$ cat config.mk
export PLATFORM = sky130hd
export DESIGN_NAME = button_click_classifier_unit
export DESIGN_NICKNAME = d
export VERILOG_FILES = /design/src/bcc_pkg.sv /design/src/bcc_core.sv /design/src/bcc_out_reg.sv /design/src/button_click_classifier_unit.sv
export SDC_FILE = /design/constraint.sdc
export NUM_CORES = 1
export LEC_CHECK = 0
export BUFFER_PORTS_ARGS = -buffer_cell sky130_fd_sc_hd__buf_2
export CAP_MARGIN = 15
export CELL_PAD_IN_SITES_DETAIL_PLACEMENT = 0
export CELL_PAD_IN_SITES_GLOBAL_PLACEMENT = 2
export CORE_MARGIN = 2
export CORE_UTILIZATION = 38
export DETAILED_ROUTE_END_ITERATION = 8
export PLACE_DENSITY = 0.92
export RECOVER_POWER = 25
export SKIP_LAST_GASP = 1
export SYNTH_ARGS = -nofsm -noshare
export SYNTH_HDL_FRONTEND = slang
export SYNTH_SLANG_ARGS = --single-unit
export TNS_END_PERCENT = 50
$ cat constraint.sdc
create_clock -name clk -period 5.1 [get_ports clk]
set_input_delay 0.51 -clock clk [delete_from_list [all_inputs] [get_ports clk]]
set_output_delay 0.51 -clock clk [all_outputs]
set_load 0.02 [all_outputs]
$ cat src/bcc_pkg.sv
`timescale 1ns / 1ps
`default_nettype none

package bcc_pkg;

  localparam int unsigned LIMIT_W   = 8;
  localparam int unsigned WINDOW_W  = 16;
  localparam int unsigned TALLY_W   = 2;
  localparam int unsigned MODE_W    = 8;
  localparam int unsigned LAMP_N    = 4;
  localparam int unsigned CFG_IDX_W = 1;
  localparam int unsigned CFG_DATA_W = 16;
  localparam int unsigned IN_DATA_W  = 8;
  localparam int unsigned OUT_DATA_W = 16;

  localparam logic [LIMIT_W-1:0]  DEBOUNCE_LIMIT_RST = 8'd10;
  localparam logic [WINDOW_W-1:0] CLICK_WINDOW_RST   = 16'd300;
  localparam logic [TALLY_W-1:0]  TALLY_MAX          = 2'd3;

  localparam logic [CFG_IDX_W-1:0] REG_DEBOUNCE_LIMIT = 1'd0;
  localparam logic [CFG_IDX_W-1:0] REG_CLICK_WINDOW   = 1'd1;

  localparam logic [1:0] MODE_GREEN  = 2'd0;
  localparam logic [1:0] MODE_ORANGE = 2'd1;
  localparam logic [1:0] MODE_RED    = 2'd2;
  localparam logic [1:0] MODE_BLUE   = 2'd3;

  localparam logic [LAMP_N-1:0] LAMP_GREEN  = 4'b0001;
  localparam logic [LAMP_N-1:0] LAMP_ORANGE = 4'b0010;
  localparam logic [LAMP_N-1:0] LAMP_RED    = 4'b0100;
  localparam logic [LAMP_N-1:0] LAMP_BLUE   = 4'b1000;

  typedef struct packed {
    logic [LIMIT_W-1:0]  debounce_limit;
    logic [WINDOW_W-1:0] click_window;
  } bcc_cfg_t;

  // Packed so that pressed_level lands in bit 0 and mode_now in the top bits.
  typedef struct packed {
    logic [MODE_W-1:0] mode_now;
    logic [LAMP_N-1:0] lamps;   // bit 0 green, 1 orange, 2 red, 3 blue
    logic              double_click;
    logic              single_click;
    logic              pressed_level;
  } bcc_result_t;

  function automatic logic [LAMP_N-1:0] lamp_for_mode(input logic [1:0] mode);
    logic [LAMP_N-1:0] lamp;
    case (mode)
      MODE_GREEN:  lamp = LAMP_GREEN;
      MODE_ORANGE: lamp = LAMP_ORANGE;
      MODE_RED:    lamp = LAMP_RED;
      MODE_BLUE:   lamp = LAMP_BLUE;
      default:     lamp = '0;
    endcase
    return lamp;
  endfunction

endpackage

`default_nettype wire

$ cat src/bcc_core.sv
`timescale 1ns / 1ps
`default_nettype none

module bcc_core
  import bcc_pkg::*;
(
  input  wire logic        clk,
  input  wire logic        rst_n,
  input  wire logic        step,
  input  wire logic        level,
  input  wire bcc_cfg_t    cfg,
  output bcc_result_t      res
);

  logic [LIMIT_W-1:0]  integ_r,  integ_nxt;
  logic                deb_r,    deb_nxt;
  logic [WINDOW_W-1:0] window_r, window_nxt;
  logic [TALLY_W-1:0]  tally_r,  tally_nxt;
  logic [MODE_W-1:0]   mode_r,   mode_nxt;
  logic [LAMP_N-1:0]   lamps_r,  lamps_nxt;
  logic                single_c, double_c;

  always_comb begin
    integ_nxt  = integ_r;
    deb_nxt    = deb_r;
    tally_nxt  = tally_r;
    mode_nxt   = mode_r;
    lamps_nxt  = lamps_r;
    single_c   = 1'b0;
    double_c   = 1'b0;

    // The window counts down before anything else in the tick.
    window_nxt = (window_r != '0) ? window_r - 1'b1 : window_r;

    if (level) begin
      if (integ_r < cfg.debounce_limit) begin
        integ_nxt = integ_r + 1'b1;
      end else if (!deb_r) begin
        if (window_nxt == '0) begin
          window_nxt = cfg.click_window;
        end
        if (tally_r != TALLY_MAX) begin
          tally_nxt = tally_r + 1'b1;
        end
        deb_nxt = 1'b1;
      end
    end else begin
      if (integ_r != '0) begin
        integ_nxt = integ_r - 1'b1;
      end else begin
        deb_nxt = 1'b0;
      end
    end

    if (window_nxt == '0 && tally_nxt != '0) begin
      if (tally_nxt > TALLY_W'(1)) begin
        double_c  = 1'b1;
        mode_nxt  = '0;
        lamps_nxt = '0;
      end else begin
        single_c = 1'b1;
        // Modes beyond blue light nothing but still advance.
        if (mode_r[MODE_W-1:2] == '0) begin
          lamps_nxt = lamps_r | lamp_for_mode(mode_r[1:0]);
        end
        mode_nxt = mode_r + 1'b1;
      end
      tally_nxt = '0;
    end
  end

  always_ff @(posedge clk) begin
    if (!rst_n) begin
      integ_r  <= '0;
      deb_r    <= 1'b0;
      window_r <= '0;
      tally_r  <= '0;
      mode_r   <= '0;
      lamps_r  <= '0;
    end else if (step) begin
      integ_r  <= integ_nxt;
      deb_r    <= deb_nxt;
      window_r <= window_nxt;
      tally_r  <= tally_nxt;
      mode_r   <= mode_nxt;
      lamps_r  <= lamps_nxt;
    end
  end

  always_comb begin
    res.pressed_level = deb_nxt;
    res.single_click  = single_c;
    res.double_click  = double_c;
    res.lamps         = lamps_nxt;
    res.mode_now      = mode_nxt;
  end

`ifndef NO_ASSERTIONS
  // Counted presses are only ever left pending while a window is open.
  a_tally_needs_window: assert property (@(posedge clk) disable iff (!rst_n)
    (tally_r != '0) |-> (window_r != '0))
    else $error("press tally pending with no open window");

  a_one_class: assert property (@(posedge clk) disable iff (!rst_n)
    !(res.single_click && res.double_click))
    else $error("single and double click in the same word");

  a_single_advances: assert property (@(posedge clk) disable iff (!rst_n)
    (step && res.single_click) |=> (mode_r == MODE_W'($past(mode_r) + 1'b1)))
    else $error("single click did not advance the mode");

  a_double_clears: assert property (@(posedge clk) disable iff (!rst_n)
    (step && res.double_click) |=> (mode_r == '0 && lamps_r == '0))
    else $error("double click did not clear mode and lamps");
`endif

endmodule

`default_nettype wire

$ cat src/bcc_out_reg.sv
`timescale 1ns / 1ps
`default_nettype none

module bcc_out_reg
  import bcc_pkg::*;
(
  input  wire logic        clk,
  input  wire logic        rst_n,
  input  wire logic        load,
  input  wire bcc_result_t load_data,
  output logic             load_ready,
  output logic             out_tvalid,
  input  wire logic        out_tready,
  output bcc_result_t      out_data
);

  logic        valid_r;
  bcc_result_t data_r;

  // A new word may be loaded whenever the held one is gone or leaves now.
  assign load_ready = !valid_r || out_tready;

  always_ff @(posedge clk) begin
    if (!rst_n) begin
      valid_r <= 1'b0;
    end else if (load) begin
      valid_r <= 1'b1;
    end else if (out_tready) begin
      valid_r <= 1'b0;
    end
  end

  always_ff @(posedge clk) begin
    if (load) begin
      data_r <= load_data;
    end
  end

  assign out_tvalid = valid_r;
  assign out_data   = data_r;

endmodule

`default_nettype wire

$ cat src/button_click_classifier_unit.sv
`timescale 1ns / 1ps
`default_nettype none

// Channel | Ports                          | Word contents (lowest bit first)
// in      | in_tvalid/in_tready/in_tdata   | raw_level, 7 zero bits
// out     | out_tvalid/out_tready/out_tdata| pressed_level, single_click, double_click,
//         |                                | lamp_green..lamp_blue, mode_now[7:0], 0
// cfg     | cfg_we/cfg_addr/cfg_wdata      | 0 debounce_limit, 1 click_window
//
// One word is taken every cycle while the output is not stalled; each result passes
// through the input register, then the classifier logic into the output register.
// Reset is synchronous on rst_n low; config, state and both valid flags return to defaults.
// A stalled output holds its word; the input register still takes one more word,
// after which in_tready follows out_tready.

module button_click_classifier_unit
  import bcc_pkg::*;
(
  input  wire logic                  clk,
  input  wire logic                  rst_n,
  input  wire logic                  in_tvalid,
  output logic                       in_tready,
  input  wire logic [IN_DATA_W-1:0]  in_tdata,   // [0] raw_level
  output logic                       out_tvalid,
  input  wire logic                  out_tready,
  output logic [OUT_DATA_W-1:0]      out_tdata,  // [0] pressed_level, [1] single_click,
                                                 // [2] double_click, [3] lamp_green,
                                                 // [4] lamp_orange, [5] lamp_red,
                                                 // [6] lamp_blue, [14:7] mode_now
  input  wire logic                  cfg_we,
  input  wire logic [CFG_IDX_W-1:0]  cfg_addr,
  input  wire logic [CFG_DATA_W-1:0] cfg_wdata
);

  bcc_cfg_t    cfg_r;
  logic        in_valid_r;
  logic        in_level_r;
  logic        load_ready;
  logic        step;
  bcc_result_t res;
  bcc_result_t out_data;

  always_ff @(posedge clk) begin
    if (!rst_n) begin
      cfg_r.debounce_limit <= DEBOUNCE_LIMIT_RST;
      cfg_r.click_window   <= CLICK_WINDOW_RST;
    end else if (cfg_we) begin
      case (cfg_addr)
        REG_DEBOUNCE_LIMIT: cfg_r.debounce_limit <= cfg_wdata[LIMIT_W-1:0];
        REG_CLICK_WINDOW:   cfg_r.click_window   <= cfg_wdata[WINDOW_W-1:0];
        default: ;
      endcase
    end
  end

  assign step      = in_valid_r && load_ready;
  assign in_tready = !in_valid_r || load_ready;

  always_ff @(posedge clk) begin
    if (!rst_n) begin
      in_valid_r <= 1'b0;
    end else if (in_tready) begin
      in_valid_r <= in_tvalid;
    end
  end

  always_ff @(posedge clk) begin
    if (in_tvalid && in_tready) begin
      in_level_r <= in_tdata[0];
    end
  end

  bcc_core u_core (
    .clk   (clk),
    .rst_n (rst_n),
    .step  (step),
    .level (in_level_r),
    .cfg   (cfg_r),
    .res   (res)
  );

  bcc_out_reg u_out (
    .clk        (clk),
    .rst_n      (rst_n),
    .load       (step),
    .load_data  (res),
    .load_ready (load_ready),
    .out_tvalid (out_tvalid),
    .out_tready (out_tready),
    .out_data   (out_data)
  );

  assign out_tdata = {{(OUT_DATA_W - $bits(bcc_result_t)){1'b0}}, out_data};

endmodule

`default_nettype wire

==> results of run 1 <==
kinds of logic (layout without fill, tap and decap cells):
logic type	count (synthesis)	count (layout)	synth area share, %
DFF	81	81	39.9
other	1	1	0.0840
muxes	12	12	2.75
adders and majority gates	20	20	5.77
xor gates and xnor gates	11	11	2.16
buffers and inverters	53	87	4.74
and+or+nand+nor	212	212	23.5
AOI/OAI and AO/OA	140	140	21.0
through the flow:
| stage | utilization (%) | setup WS [ns] | instances |
|---|---|---|---|
| CTS | 44.6 | 0.946 | 706 |
| detailed placement | 42.0 | 0.962 | 690 |
| global placement | 42.0 | 1.03 | 690 |
| floorplan | - | 1.67 | 530 |
| global route | 44.4 | 0.671 | 707 |
| finish | 44.4 | 0.975 | 707 |
routing by layer:
metal	up-vias	global-route usage, %
met5	-	0
met4	0	5.28
met3	19	3.89
met2	85	27.5
met1	1842	25.2
li1	2010	-
cells in the mapped netlist, drive strengths merged, types with 3 or more instances:
library cell,instances
o32ai,5
nor2,25
nor4,13
nand2,88
clkbuf,22
or4,15
a21o,9
or2,3
nand2b,9
o21ai,18
o31ai,7
a2bb2oi,4
inv,21
or3,5
mux2i,10
edfxtp,16
o211ai,3
dfxtp,65
o31a,4
buf,9
o22ai,9
o41ai,6
xnor2,8
and2,6
a211oi,4
nor3,23
a21oi,43
o21bai,3
nand4,4
nand3,13
xor2,3
ha,19
a31oi,8
path summary, 6_finish.rpt:
kind | startpoint | to | slack (ns) | cells past startpoint
worst min-delay path | in_tdata[0] | in_level_r | 0.35 | 1
worst min register to register | u_core.lamps_r[0] | u_core.lamps_r[0] | 0.45 | 2
worst max-delay path | u_core.window_r[0] | u_core.mode_r[5] | 0.97 | 10
worst max register to register | u_core.window_r[0] | u_core.mode_r[5] | 0.97 | 10
critical path: stages (launching register included):
cell,delay (ns)
dfxtp_1,0.36
inv_1,0.18
ha_1,0.21
or3b_2,0.53
nor3_1,0.20
mux2_1,0.37
a2111o_1,0.45
nor3_2,0.24
o2111ai_2,0.43
or4_1,0.80
o32ai_1,0.28
state kept, by name, summed over array words and instances (netlist names), 2 cells and up:
name,count
u_core.tally_r,2
u_core.window_r,16
u_core.lamps_r,4
u_core.mode_r,8
u_core.integ_r,8
cfg_r,24
u_out.out_data,15
report_power, final:
group	leakage (nW)	total (mW)	internal, mW	switching (mW)
clock	0.142	0.667	0.385	0.282
sequential	0.681	0.738	0.693	0.0446
combinational	1.07	0.517	0.205	0.312
final cells by class:
| type | count | area (sq um) | area share [%] |
|---|---|---|---|
| Multi-Input combinational cell | 396 | 2490 | 49.0 |
| Inverter | 22 | 82.6 | 1.63 |
| Clock buffer | 9 | 225 | 4.44 |
| Clock inverter | 7 | 77.6 | 1.53 |
| Tap cell | 143 | 179 | 3.53 |
| Timing Repair Buffer | 49 | 239 | 4.71 |
| Sequential cell | 81 | 1780 | 35.1 |
==> results_dict.tcl, run 1 <==
set metrics [dict create \
    avgViaCountPerCell 5.60 \
    fin_skew_ns 0.00999 \
    leakage_nw 1.89 \
    num_rows 39 \
    whs_ns 0.347 \
    place_congestion 0.800 \
    hold_class "primary input to flip-flop" \
    cts_buffer_depth 2 \
    numCtsBuffers 9 \
    violations "max-capacitance violations, max-slew violations" \
    critPathMaxFanout 18 \
    syn-cell-area_sq_um 4460 \
    final_common_cell "nand2_1" \
    peakVddDrop_v 0.000166 \
    io_buffers 39 \
    worst_setup_path_start_kind "flip-flop" \
    cp.required_ns 5.35 \
    power.density_nw_per_um2 379 \
    route.met2.wl_um 4850 \
    synth_top_area_cell "dfxtp_1" \
    postCtsSetupRepairBufs 0 \
    post_synth.cell_area_avg_sq_um 8.42 \
    wl_met3_um 464 \
    async_flop_share_pct 0 \
    die-area_sq_um 12600 \
    start_util_pct 39.1 \
    rsz0062_at_grt "no" \
    wl_met1_um 5250 \
    track_usage_pct 17.8 \
    syn_to_final_growth_pct 13.6 \
    fp.dieW_um 112 \
    max_slew_margin_pct -18.2 \
    synth.distinct_cells 65 \
    overflow 0 \
    post-route-period-util_pct 80.9 \
    power_mw 1.92 \
    synth-edff-count 16 \
    insertion_delay_ns 0.34 \
    die_height_um 112 \
    grt_pass1_wl_um 18400 \
    wire_per_inst_um 15.2 \
    fp.coreArea_sq_um 11400 \
    endpoint_kind "flip-flop" \
    worstSetupPathType "flip-flop to flip-flop" \
    cts_tree "yes" \
    grt_max_degree 38 \
    setup_viol 0 \
    drt-total-wl_um 10800 \
    clock-root-buffer "clkbuf_16" \
    arrival_ns 4.37 \
    report.final.slew_viol_count 37 \
    layout.nets 609 \
    mostFrequentLayoutCells "nand2_1, dfxtp_1, a21oi_1" \
    ios 48 \
    synth.area.top_cells "dfxtp_1, edfxtp_1, nand2_1" \
    drive_above_1_share_pct 9.75 \
    antenna_found_initial 0 \
    yosysSeqAreaShare_pct 39.9 \
    synth.yosys.warnings 0 \
    fin_crit_ns 4.13 \
    fin_tns_setup_ns 0 \
    top_layer "met4" \
    cts_max_level 3 \
    dr.pass1.iters 5 \
    drt_iter0_markers 213 \
    maxCapViolCount 1 \
    synthCells 530 \
    status "complete, but fails checks" \
    dp_hpwl_um 7500 \
    finalHoldViolCount 0 \
    route.detailed.drc 0 \
    synth.top_cell.area_share_pct 29.1 \
    cts_resized 0 \
    antenna-diode-count 0 \
    ys_ff_latch 81 \
    cts.sinks 81 \
    first_global_vias 3761 \
    cts_hold_buffers 0 \
    ant_nets 0 \
    max_freq_mhz 242 \
    synthFlopType "dfxtp_1" \
    vias 3956 \
    place_area_sq_um 4790 \
    synth_nets 580 \
    worst_pin_slew_ns 1.77 \
    fill_cells 1198 \
    design_area_sq_um 5070 \
    path_clk_slew_ns 0.06 \
]
No activity file was read; power rests on OpenSTA's default activity.
==> inputs of run 2 (changes only) <==
--- a/config.mk
+++ b/config.mk
@@ -10,9 +10,9 @@
 export CELL_PAD_IN_SITES_DETAIL_PLACEMENT = 0
 export CELL_PAD_IN_SITES_GLOBAL_PLACEMENT = 2
 export CORE_MARGIN = 2
-export CORE_UTILIZATION = 38
+export CORE_UTILIZATION = 32
 export DETAILED_ROUTE_END_ITERATION = 8
-export PLACE_DENSITY = 0.92
+export PLACE_DENSITY = 0.84
 export RECOVER_POWER = 25
 export SKIP_LAST_GASP = 1
 export SYNTH_ARGS = -nofsm -noshare
==> constraint.sdc (replaced) <==
create_clock -name clk -period 3.4 [get_ports clk]
set_input_delay 0.34 -clock clk [delete_from_list [all_inputs] [get_ports clk]]
set_output_delay 0.34 -clock clk [all_outputs]
set_load 0.02 [all_outputs]
==> run 2 against run 1 <==
  * The flow now finishes without violations
  * Critical path type unchanged
  * Via count grew 6.6%
  * Count of clock-buffer cells in the layout up 2
  * Sequential power grew 48%
  * Setup slack worse by 0.97 ns
  * Final cell count rose by 12%
  * Clock power is 46% higher
  * Cell area rose by 14%
  * Critical path depth shrank 1
  * Highest routed layer unchanged
  * Non-clock buffer count rose by 51
  * Global-route usage shrank 0.98 points
==> results_dict.tcl, run 2 (same netlist as run 1, synthesis figures left out) <==
set metrics [dict create \
    status "finished, final reports clean" \
    multi_input_area_sq_um 2670 \
    fin_util_pct 41.9 \
    p_int_mw 2.21 \
    wire_per_inst_um 15.3 \
    stdcell_count 795 \
    clkPwrFrac_pct 29.5 \
    drt_iter0_markers 188 \
    whs_ns 0.166 \
    place_congestion 0.860 \
    route.detailed.drc 0 \
    leakage_nw 2.23 \
    setup_viol 0 \
    cp.required_ns 3.50 \
    first_global_vias 4049 \
    antenna-diode-count 0 \
    switching_share_pct 32.7 \
    busiest_layer "met2" \
    antenna_found_initial 0 \
    drive_above_1_share_pct 22.6 \
    path_clk_slew_ns 0.06 \
    peakVddDrop_v 0.000299 \
    endpoint_kind "flip-flop" \
    place_area_sq_um 5150 \
    start_util_pct 32.4 \
    overflow 0 \
    seqPwrFrac_pct 33.2 \
    vias 4219 \
    numCtsBuffers 9 \
    clock-root-buffer "clkbuf_16" \
    power_mw 3.29 \
    finalHoldViolCount 0 \
    worst_setup_path_start_kind "flip-flop" \
    io_buffers 39 \
    insertion_delay_ns 0.35 \
    cts_buffer_depth 2 \
    fp.dieW_um 122 \
    track_usage_pct 16.9 \
    dp_cells 767 \
    fin_crit_ns 3.39 \
    fp.coreArea_sq_um 13800 \
    cts_max_level 3 \
    num_rows 43 \
    dp_hpwl_um 8340 \
    maxCapViolCount 0 \
    die_height_um 122 \
    design_area_sq_um 5770 \
    largest_register_ffs 24 \
    ant_nets 0 \
    cts_hold_buffers 0 \
    syn_to_final_growth_pct 29.2 \
    ff_latch_area_sq_um 1780 \
    ios 48 \
    avgViaCountPerCell 5.31 \
    final_common_cell "nand2_1" \
    cts.sinks 81 \
    switching_power_mw 1.07 \
    arrival_ns 3.49 \
    cts_tree "yes" \
    grt_max_degree 38 \
    met1_usage_pct 21.4 \
    mostFrequentLayoutCells "nand2_1, dfxtp_1, buf_4" \
    max_freq_mhz 295 \
    die-area_sq_um 14900 \
    worst_pin_slew_ns 0.832 \
    max_slew_margin_pct 44.5 \
    drt-total-wl_um 12100 \
    use_met3_pct 4.12 \
    worstSetupPathType "flip-flop to flip-flop" \
    dr.pass1.iters 4 \
    fill_cells 1397 \
    rsz0062_at_grt "yes" \
    grtUsageMet2_pct 28.0 \
    critPathMaxFanout 8 \
    hold_class "primary input to flip-flop" \
    top_register "cfg_r" \
    report.final.slew_viol_count 0 \
    post-route-period-util_pct 99.8 \
    grt_pass1_wl_um 19600 \
    fin_skew_ns 0.00771 \
    layout.nets 660 \
    power_frac_comb_pct 37.3 \
    power.density_nw_per_um2 570 \
]
run 2: power groups by stage:
| stage | registers (mW) | clock network (mW) | logic (mW) |
|---|---|---|---|
| floorplan | 1.11 | 0 | 0.596 |
| global placement | 1.11 | 0 | 0.956 |
| detailed placement | 1.11 | 0 | 0.965 |
| CTS | 1.09 | 0.999 | 1.02 |
| global route | 1.10 | 1.04 | 1.33 |
| finish | 1.09 | 0.971 | 1.23 |
run 2: worst paths after layout:
check / cells after the start / slack [ns] / from / endpoint
worst max register to register: 9 / 0.005 / u_core.window_r[1] / u_out.out_data[8]
worst min register to register: 2 / 0.44 / u_core.lamps_r[3] / u_core.lamps_r[3]
worst max-delay path: 9 / 0.005 / u_core.window_r[1] / u_out.out_data[8]
worst min-delay path: 1 / 0.17 / in_tdata[0] / in_level_r
run 2: metal layers:
metal  vias to the layer above  share of wire, %
met3                        16               4.0
li1                       2107                 -
met1                      2019                48
met4                         0               1.8
met2                        77                47
met5                         -                 0
run 2: cell type report:
class	instances	share of cell area (%)
clock buffers	11	4.04
clock inverters	5	0.955
inverters	22	1.43
multi-input cells	396	46.2
flip-flops and latches	81	30.9
well taps	180	3.91
repair buffers	100	12.5
run 2: timing repair:
action,in CTS,in global routing
resized for setup,4,40
gates cloned,1,1
hold endpoints to repair,0,0
pin swaps,2,19
setup buffers,0,10
setup endpoints to repair,22,27
run 2: critical path, stage by stage (launching register included):
cell	delay, ns
dfxtp_2	0.33
buf_6	0.11
or4_4	0.57
or4_4	0.47
a2111o_1	0.46
or2_4	0.30
o31ai_4	0.41
buf_12	0.18
nor2_2	0.05
mux2_2	0.26
run 2: through the flow:
| stage | worst slack [ns] | TNS (ns) |
|---|---|---|
| global route | -0.137 | -1.27 |
| CTS | 0.0121 | 0 |
| global placement | -0.0710 | -0.450 |
| finish | 0.00530 | 0 |
| detailed placement | -0.105 | -0.562 |
| floorplan | 0.000829 | 0 |
